==> config.mk <==
export PLATFORM = sky130hd
export DESIGN_NAME = byte_pattern_replace_top
export DESIGN_NICKNAME = d
export VERILOG_FILES = /design/src/rtl/bpr_pkg.sv /design/src/rtl/byte_pattern_replace_top.sv /design/src/rtl/bpr_match.sv
export SDC_FILE = /design/constraint.sdc
export NUM_CORES = 1
export LEC_CHECK = 0
export BUFFER_PORTS_ARGS = -buffer_cell sky130_fd_sc_hd__clkbuf_2
export CAP_MARGIN = 0
export CORE_MARGIN = 4
export CORE_UTILIZATION = 57
export CTS_CLUSTER_SIZE = 10
export DETAILED_ROUTE_END_ITERATION = 8
export PLACE_DENSITY_LB_ADDON = 0.05
export SLEW_MARGIN = 0
export SYNTH_ARGS = -nofsm -noshare
export SYNTH_HDL_FRONTEND = slang
export SYNTH_SLANG_ARGS = --single-unit
export TNS_END_PERCENT = 20
==> constraint.sdc <==
create_clock -name clk -period 6.6 [get_ports clk]
set_input_delay 0 -clock clk [delete_from_list [all_inputs] [get_ports clk]]
set_output_delay 0 -clock clk [all_outputs]
set_load 0.005 [all_outputs]
==> src/rtl/bpr_pkg.sv <==
// ----------------------------------------------------------------------------
// bpr_pkg
// Shared types and constants for the byte pattern replace block.
// ----------------------------------------------------------------------------
package bpr_pkg;

	localparam int BYTE_W     = 8;
	localparam int CFG_DATA_W = 64;
	localparam int CFG_IDX_W  = 2;
	localparam int LEN_W      = 4;
	// selects one of the eight bytes of a 64-bit pattern or replacement
	localparam int BYTE_SEL_W = 3;

	typedef logic [BYTE_W-1:0] byte_t;

	typedef enum logic [CFG_IDX_W-1:0] {
		REG_PATTERN = 2'd0,
		REG_REPLACE = 2'd1,
		REG_LENGTH  = 2'd2
	} cfg_reg_t;

endpackage

==> src/rtl/byte_pattern_replace_top.sv <==
// ----------------------------------------------------------------------------
// byte_pattern_replace_top
// Byte stream search and replace with a configurable pattern of 1..8 bytes.
// ----------------------------------------------------------------------------
// Bytes enter on the in_* channel and leave, in order, on the out_* channel,
// with every occurrence of the configured pattern overwritten by the
// replacement of the same length. Overlapping matches see bytes already
// replaced, as an in-place left-to-right scan would. The block holds the
// newest L-1 bytes (L = pattern_length) until no later match can reach them,
// so output lags input by L-1 bytes; the request flagged in_last flushes
// every held byte, the final one carrying out_last. Streams shorter than L
// pass through untouched. Throughput is one byte per cycle in both
// directions while out_ready stays high: the head of the window register
// doubles as the output register, so a new byte is taken while the
// previous result still waits. After an in_last request the flush drains
// the held bytes at one per cycle while out_ready is high, and input is
// held off until the final byte has been accepted downstream, so the next
// stream's first request waits for the whole flush. A pattern_length of 0
// acts as 1 and values above MAX_PATTERN act as MAX_PATTERN. The user must
// write the registers through cfg_we / cfg_index / cfg_data only while the
// block is idle: 0 pattern, 1 replacement (byte 0 in bits 7:0, first byte
// first), 2 length. The block itself does not enforce the idle rule.
// ----------------------------------------------------------------------------
module byte_pattern_replace_top #(
	parameter int MAX_PATTERN = 8
) (
	input  logic                            clk,
	input  logic                            arst_n,
	// configuration
	input  logic                            cfg_we,
	input  logic [bpr_pkg::CFG_IDX_W-1:0]   cfg_index,
	input  logic [bpr_pkg::CFG_DATA_W-1:0]  cfg_data,
	// input stream
	input  logic                            in_valid,
	output logic                            in_ready,
	input  logic [bpr_pkg::BYTE_W-1:0]      data_byte,
	input  logic                            in_last,
	// output stream
	output logic                            out_valid,
	input  logic                            out_ready,
	output logic [bpr_pkg::BYTE_W-1:0]      out_byte,
	output logic                            out_last
);
	import bpr_pkg::*;

	// one slot beyond the pattern so a byte owed downstream can wait at the
	// head while the next byte enters
	localparam int Depth = MAX_PATTERN + 1;
	localparam int CntW  = $clog2(Depth + 1);
	localparam int IdxW  = $clog2(Depth);

	// configuration registers
	logic [CFG_DATA_W-1:0] pattern_q;
	logic [CFG_DATA_W-1:0] replace_q;
	logic [LEN_W-1:0]      length_q;

	// window: slots [0, owe_q) are owed downstream, [owe_q, cnt_q) are held
	byte_t             win_q [Depth];
	logic [CntW-1:0]   cnt_q;
	logic [CntW-1:0]   owe_q;
	logic              flush_q;

	logic              pop;
	logic              take;
	logic [CntW-1:0]   act_len;
	byte_t             win_pop [Depth];
	byte_t             win_ins [Depth];
	byte_t             win_new [Depth];
	logic [CntW-1:0]   cnt1;
	logic [CntW-1:0]   owe1;
	logic [CntW-1:0]   held1;
	logic [CntW-1:0]   cnt2;
	logic [CntW-1:0]   held2;
	logic [CntW-1:0]   held_keep;
	logic [CntW-1:0]   base;
	logic              cmp_en;
	logic [CntW-1:0]   owe_d;
	logic              flush_d;

	// ---- configuration writes ----------------------------------------------
	always_ff @(posedge clk or negedge arst_n) begin
		if (!arst_n) begin
			pattern_q <= '0;
			replace_q <= '0;
			length_q  <= LEN_W'(1);
		end else if (cfg_we) begin
			case (cfg_index)
				REG_PATTERN: pattern_q <= cfg_data;
				REG_REPLACE: replace_q <= cfg_data;
				REG_LENGTH:  length_q  <= cfg_data[LEN_W-1:0];
				default: ;
			endcase
		end
	end

	// active length, clamped to 1..MAX_PATTERN
	always_comb begin
		if (length_q == '0) begin
			act_len = CntW'(1);
		end else if (length_q > LEN_W'(MAX_PATTERN)) begin
			act_len = CntW'(MAX_PATTERN);
		end else begin
			act_len = CntW'(length_q);
		end
	end

	// ---- handshakes --------------------------------------------------------
	assign out_valid = (owe_q != '0);
	assign out_byte  = win_q[0];
	assign out_last  = flush_q && (owe_q == CntW'(1));

	// at most one owed byte may wait while a new byte enters; a flush must
	// drain first
	assign in_ready  = (owe_q == '0) || ((owe_q == CntW'(1)) && !flush_q);

	assign pop  = out_valid && out_ready;
	assign take = in_valid && in_ready;

	// ---- step logic --------------------------------------------------------
	// head leaves first
	always_comb begin
		for (int j = 0; j < Depth - 1; j++) begin
			win_pop[j] = pop ? win_q[j+1] : win_q[j];
		end
		win_pop[Depth-1] = win_q[Depth-1];
	end

	assign cnt1  = cnt_q - CntW'(pop);
	assign owe1  = owe_q - CntW'(pop);
	assign held1 = cnt1 - owe1;

	// new byte lands just after the last occupied slot
	always_comb begin
		for (int j = 0; j < Depth; j++) begin
			win_ins[j] = win_pop[j];
		end
		if (take) begin
			win_ins[cnt1[IdxW-1:0]] = data_byte;
		end
	end

	assign cnt2   = cnt1 + CntW'(take);
	assign held2  = held1 + CntW'(take);
	assign cmp_en = take && (held2 >= act_len);
	assign base   = cnt2 - act_len;

	bpr_match #(
		.MAX_PATTERN (MAX_PATTERN)
	) u_match (
		.win_in  (win_ins),
		.base    (base),
		.top     (cnt2),
		.cmp_en  (cmp_en),
		.pattern (pattern_q),
		.replace (replace_q),
		.win_out (win_new)
	);

	// keep the newest L-1 bytes; anything older is owed now
	always_comb begin
		if (held2 > act_len - CntW'(1)) begin
			held_keep = act_len - CntW'(1);
		end else begin
			held_keep = held2;
		end
		if (take && in_last) begin
			owe_d   = cnt2;
			flush_d = 1'b1;
		end else if (take) begin
			owe_d   = cnt2 - held_keep;
			flush_d = 1'b0;
		end else begin
			owe_d   = owe1;
			flush_d = flush_q && (owe1 != '0);
		end
	end

	always_ff @(posedge clk or negedge arst_n) begin
		if (!arst_n) begin
			cnt_q   <= '0;
			owe_q   <= '0;
			flush_q <= 1'b0;
		end else begin
			cnt_q   <= cnt2;
			owe_q   <= owe_d;
			flush_q <= flush_d;
		end
	end

	always_ff @(posedge clk) begin
		for (int j = 0; j < Depth; j++) begin
			win_q[j] <= win_new[j];
		end
	end

	// ---- assertions --------------------------------------------------------
	a_owe_le_cnt: assert property (@(posedge clk) disable iff (!arst_n)
		owe_q <= cnt_q)
		else $error("owed count exceeds window occupancy");

	a_held_bound: assert property (@(posedge clk) disable iff (!arst_n)
		(cnt_q - owe_q) < CntW'(MAX_PATTERN))
		else $error("more than MAX_PATTERN-1 bytes held back");

	a_flush_all_owed: assert property (@(posedge clk) disable iff (!arst_n)
		flush_q |-> (owe_q == cnt_q))
		else $error("flush with bytes still held back");

	a_last_flushes: assert property (@(posedge clk) disable iff (!arst_n)
		(take && in_last) |=> (flush_q && out_valid))
		else $error("last request did not start a flush");

endmodule

==> src/rtl/bpr_match.sv <==
// ----------------------------------------------------------------------------
// bpr_match
// Compares a run of window slots [base, top) with the pattern and, when
// cmp_en is set and every byte matches, overwrites the run with the replacement.
// ----------------------------------------------------------------------------
module bpr_match #(
	parameter int MAX_PATTERN = 8
) (
	input  bpr_pkg::byte_t                             win_in  [MAX_PATTERN+1],
	input  logic [$clog2(MAX_PATTERN+2)-1:0]           base,
	input  logic [$clog2(MAX_PATTERN+2)-1:0]           top,
	input  logic                                       cmp_en,
	input  logic [bpr_pkg::CFG_DATA_W-1:0]             pattern,
	input  logic [bpr_pkg::CFG_DATA_W-1:0]             replace,
	output bpr_pkg::byte_t                             win_out [MAX_PATTERN+1]
);
	import bpr_pkg::*;

	localparam int Depth = MAX_PATTERN + 1;
	localparam int CntW  = $clog2(Depth + 1);

	logic [BYTE_SEL_W-1:0] sel    [Depth];
	logic                  in_run [Depth];
	logic                  hit;

	// slot j maps to pattern byte j - base while it lies inside the run
	always_comb begin
		for (int j = 0; j < Depth; j++) begin
			in_run[j] = (CntW'(j) >= base) && (CntW'(j) < top);
			sel[j]    = BYTE_SEL_W'(CntW'(j) - base);
		end
	end

	always_comb begin
		hit = cmp_en;
		for (int j = 0; j < Depth; j++) begin
			if (in_run[j] && (win_in[j] != pattern[sel[j]*BYTE_W +: BYTE_W])) begin
				hit = 1'b0;
			end
		end
	end

	always_comb begin
		for (int j = 0; j < Depth; j++) begin
			if (hit && in_run[j]) begin
				win_out[j] = replace[sel[j]*BYTE_W +: BYTE_W];
			end else begin
				win_out[j] = win_in[j];
			end
		end
	end

endmodule
==> results.yml, run 1 <==
placed_design:
  routabilityCongestion: 1.02
  dp_cells: 1865
  dp_hpwl_um: 42600
  io_buffer_count: 90
grt:
  grt_pass1_wl_um: 84200
  grt_max_degree: 76
  overflow: 0
  grt_use_total: 0.356
  grt_pass1_vias: 13000
  antenna_found_initial: 0
critical_path:
  critPathLaunchType: "register"
  r2r_start: "owe_q[2]"
  path_cells: "o41ai_4 -> inv_1 -> ha_4 -> inv_1 -> ha_1 -> inv_1 -> ha_4 -> fa_4 -> inv_1 -> ha_1 -> buf_12 -> mux4_2 -> mux2i_1 -> xor2_1 -> nor4_1 -> a41o_1 -> nand4_4 -> buf_4 -> nor4_4 -> buf_4 -> mux2i_1"
  r2r_setup_slack_ps: 210
  crit_type: "reg2reg"
  crit-reg2reg-capture: "win_q[0][35]"
  crit_path_top_delay_cell: "fa_4"
  r2r_cells: 21
  path_common_cell: "inv_1"
  max_stage_delay_ps: 820
  end_kind: "register"
  cp_data_arrival_time_ps: 6850
  critPathRequiredTime_ps: 7060
  crit_path_max_fanout: 32
synthesis:
  synth_area_sq_um: 16500
  syn_inst: 1447
  synth.distinct_cells: 77
  avgSynthCellArea_sq_um: 11.4
  synth_nets: 1558
  yosysSeqAreaShare: 0.301
  ys_seq_elements: 213
  synth_edf_count: 0
  synth-async-reset-ratio: 0.662
  yosysWarnings: 0
  synth_flop_cell: "dfrtp_1"
sta:
  finClkSkew_ps: 15.0
  relSlewSlack: 0.319
  slew_viol_final: 0
  fin_setup_tns_ps: 0
  finalHoldViolations: 0
  max_slew.worst_pin.slew_ps: 1020
  period_minus_slack_ps: 6390
  fmax_mhz: 156
  setup_violations: 0
  grt_setup_unrepaired: "false"
  post-route-period-util: 0.969
cts:
  clk_latency_ps: 550
  cts_max_path_buffers: 3
  post_cts_buffers: 0
  cts_sinks: 213
  numCtsBuffers: 27
  clk_pin_slew_ps: 60
  clockRootBuffer: "clkbuf_16"
  cts_tree: "yes"
  htreeDepth: 1
route:
  drt_first_pass_iters: 5
  route.detailed.drc: 0
  avgViaCountPerCell: 6.68
  drt_wl_total_um: 55800
  ant_nets: 0
  routedWlPerCell_um: 28.1
  drt_iter0_drc: 1627
  vias: 13300
final_layout:
  fillerInstances: 2243
  mostFrequentLayoutCell: "mux2i_1"
  area_growth_pct: 16.0
  nets: 1695
  antenna_cells: 0
  final_cells: 1988
  drive_above_1_share: 0.295
  final_cell_mix: "mux2i_1 (291), mux2_2 (152), dfrtp_1 (140)"
status:
  status: "finished, final reports clean"
job:
  maxCapViolCount: 0
min_path:
  whs_path_depth: 6
  holdPathEnd: "flush_q"
  hp-class: "in2reg"
  hp-start: "in_valid"
floorplanning:
  die_y_um: 178
  initial_core_util: 0.577
  die_area_sq_um: 31700
  rows: 62
  pin_count: 91
  die_w_um: 178
  coreArea_sq_um: 28600
[layout make-up]
class | count | area, sq um | area share
repair buffers | 217 | 1710 | 0.0892
inverters | 42 | 158 | 0.00824
multi-input cells | 1083 | 11000 | 0.574
flip-flops and latches | 213 | 4970 | 0.260
well taps | 384 | 480 | 0.0251
clock inverters | 6 | 60.1 | 0.00314
clock buffers | 43 | 776 | 0.0405
[how the worst max path moves through the flow]
stage          startpoint  slack [ps]           end
2_1_floorplan    owe_q[2]          10  win_q[0][10]
3_3_place_gp     owe_q[2]         170  win_q[0][41]
3_5_place_dp     owe_q[2]          70  win_q[0][45]
4_1_cts          owe_q[2]          40  win_q[0][45]
5_1_grt          owe_q[2]           7  win_q[0][54]
6_report         owe_q[2]         210  win_q[0][35]
[per-stage QoR]
stage               worst slack (ps)   util  cell area (sq um)  hold slack, ps
finish                           207  0.669              19100            36.1
floorplan                       10.4      -              16600            -296
CTS                             35.3  0.666              19100            3.98
global placement                 171  0.611              17500            72.9
detailed placement              66.9  0.611              17500            72.7
global route                    6.58  0.669              19100            24.8
[registers in the layout, indices dropped and copies added (netlist names)]
name,flops
win_q,72
pattern_q,64
replace_q,64
cnt_q,4
length_q,4
owe_q,4
flush_q,1
[cell families after synthesis]
kind of cell               synth area share
buffers and inverters                0.0429
and+or+nand+nor                      0.0684
muxes                                 0.414
AOI/OAI and AO/OA                     0.102
xor gates and xnor gates             0.0457
adders and majority gates            0.0261
other                              0.000227
DFF                                   0.301
[synth_stat cells (23+ instances only)]
| master | number | area (sq um) |
|---|---|---|
| xor2_1 | 28 | 245 |
| clkbuf_1 | 54 | 203 |
| a211oi_1 | 63 | 473 |
| dfrtp_1 | 140 | 3500 |
| mux4_2 | 96 | 2160 |
| dfxtp_1 | 72 | 1440 |
| xnor2_1 | 50 | 438 |
| buf_2 | 23 | 115 |
| a21oi_1 | 63 | 315 |
| nor2b_1 | 36 | 225 |
| mux2_2 | 152 | 1710 |
| mux2i_1 | 293 | 2930 |
| ha_1 | 28 | 350 |
| o211ai_1 | 26 | 195 |
| nand2_1 | 36 | 135 |
| inv_1 | 40 | 150 |
| o21ai_0 | 48 | 240 |
[repair_timing]
item | in CTS | in global routing
gates resized for setup | 0 | 12
endpoints found under the hold margin | 208 | 0
setup endpoints to repair | 0 | 71
hold buffers | 74 | 0
[critical path: cells and delay by family (launching register included)]
kind	cells	cell delay (ps)
adder cells (fa/ha/maj)	5	2050
buffers and inverters	7	1240
flip-flops	1	400
multiplexers	3	980
XOR/XNOR	1	120
AND/OR/NAND/NOR	3	810
AO/OA/AOI/OAI	2	680
[per-layer routing]
metal / vias to the layer above / track usage / part of all wire
met4: 0 / 0.109 / 0.039
li1: 5826 / - / -
met5: - / 0 / 0
met2: 713 / 0.543 / 0.44
met3: 121 / 0.0776 / 0.095
met1: 6620 / 0.511 / 0.42
Power of run 1 is not shown: default switching activity piles up to over one toggle a cycle in this logic, so the estimate is an artifact.
==> run 2, diff against run 1 <==
- REMOVE_ABC_BUFFERS: unset -> 1
==> results.yml, run 2 (same netlist as run 1, synthesis figures left out) <==
status:
  status: "finished, final reports clean"
sta:
  whs_ps: 46.0
  grt_setup_unrepaired: "false"
  finalHoldViolations: 0
  max_slew.worst_pin.slew_ps: 1090
  fin_setup_tns_ps: 0
  fmax_mhz: 156
  slew_viol_final: 0
  relSlewSlack: 0.266
  setup_violations: 0
  finClkSkew_ps: 14.1
  period_minus_slack_ps: 6410
  post-route-period-util: 0.972
cts:
  cts_sinks: 213
  clockRootBuffer: "clkbuf_16"
  htreeDepth: 1
  clk_pin_slew_ps: 60
  cts_max_path_buffers: 3
  clk_latency_ps: 550
  numCtsBuffers: 27
  cts_tree: "yes"
route:
  drt_iter0_drc: 1061
  route.detailed.drc: 0
  routedWlPerCell_um: 26.2
  ant_nets: 0
  vias: 13100
  avgViaCountPerCell: 6.50
  drt_wl_total_um: 52800
  drt_first_pass_iters: 5
grt:
  grt_pass1_vias: 12900
  antenna_found_initial: 1
  grt_pass1_wl_um: 79300
  overflow: 0
  grt_max_degree: 84
  grt_use_total: 0.330
final_layout:
  mostFrequentLayoutCell: "mux2i_1"
  reg_top3: "win_q x72, pattern_q x64, replace_q x64"
  nets: 1725
  final_core_utilization: 0.679
  area_growth_pct: 17.8
  largest_reg_flops: 72
  top_register: "win_q"
  final_area_sq_um: 19400
  drive_above_1_share: 0.303
  antenna_cells: 0
  final_cell_mix: "mux2i_1 (293), mux2_2 (152), dfrtp_1 (139)"
floorplanning:
  die_area_sq_um: 31700
  initial_core_util: 0.577
  rows: 62
  pin_count: 91
  die_y_um: 178
  coreArea_sq_um: 28600
  die_w_um: 178
critical_path:
  crit_path_max_fanout: 10
  critPathLaunchType: "register"
  end_kind: "register"
  crit_type: "reg2reg"
  r2r_setup_slack_ps: 190
  cp_data_arrival_time_ps: 6820
  critPathRequiredTime_ps: 7010
placed_design:
  routabilityCongestion: 1.03
  io_buffer_count: 90
  dp_hpwl_um: 37300
  post_dp_cell_area_sq_um: 17700
min_path:
  hp-class: "in2reg"
job:
  maxCapViolCount: 0
## run 2: changes by cell type in the layout (fill, tap and decap cells not counted), sizes merged
cell,before,now
buf,54,81
clkbuf,132,137
clkinv,4,2
clkinvlp,1,0
dlygate4sd3,74,76
## run 2: layer usage
layer	wire [um]	vias to the layer above	global-route usage	part of all wire
li1	-	5886	-	-
met1	23100	6595	0.471	0.44
met3	3800	100	0.0598	0.072
met5	0	-	0	0
met2	24200	548	0.516	0.46
met4	1690	0	0.0976	0.032
## run 2: final timing paths
path | start | endpoint | cells past startpoint
worst max register to register | owe_q[2] | win_q[0][5] | 21
worst min-delay path | data_byte[6] | win_q[0][62] | 3
min in group asynchronous | arst_n | length_q[1] | 2
worst max-delay path | owe_q[2] | win_q[0][5] | 21
max in group asynchronous | arst_n | replace_q[41] | 3
worst min register to register | length_q[1] | length_q[1] | 1
## run 2: per-stage QoR
stage	worst slack (ps)	std cells
floorplan	-15330	1338
global placement	251	1890
global route	9.25	2019
finish	186	2019
detailed placement	98.1	1890
CTS	70.2	2016
## run 2: cell type report
| cell class | count | area [sq um] |
|---|---|---|
| Clock buffer | 47 | 832 |
| Clock inverter | 3 | 43.8 |
| Fill cell | 2171 | 9180 |
| Inverter | 42 | 158 |
| Multi-Input combinational cell | 1083 | 10900 |
| Sequential cell | 213 | 4970 |
| Tap cell | 384 | 480 |
| Timing Repair Buffer | 247 | 2010 |
## run 2: repair_timing
action	4_1_cts	5_1_grt
setup buffers	0	2
endpoints found under the setup margin	0	72
gates resized for setup	0	11
hold buffers	76	0
hold endpoints to repair	248	0
## run 2: critical path, cell delays in order, from the launching register on
cell and delay [ps]:
dfrtp_2 470, o41ai_4 420, inv_1 100, ha_1 300
inv_1 60, ha_1 320, inv_1 110, ha_4 190
fa_4 870, inv_1 120, ha_4 230, xnor2_4 410
buf_12 210, buf_4 190, mux2i_1 240, xnor2_1 200
nand4_1 270, o41ai_4 460, nand4_4 170, or4_1 570
buf_4 210, mux2i_1 130
Power of run 2 is left out for the same reason.
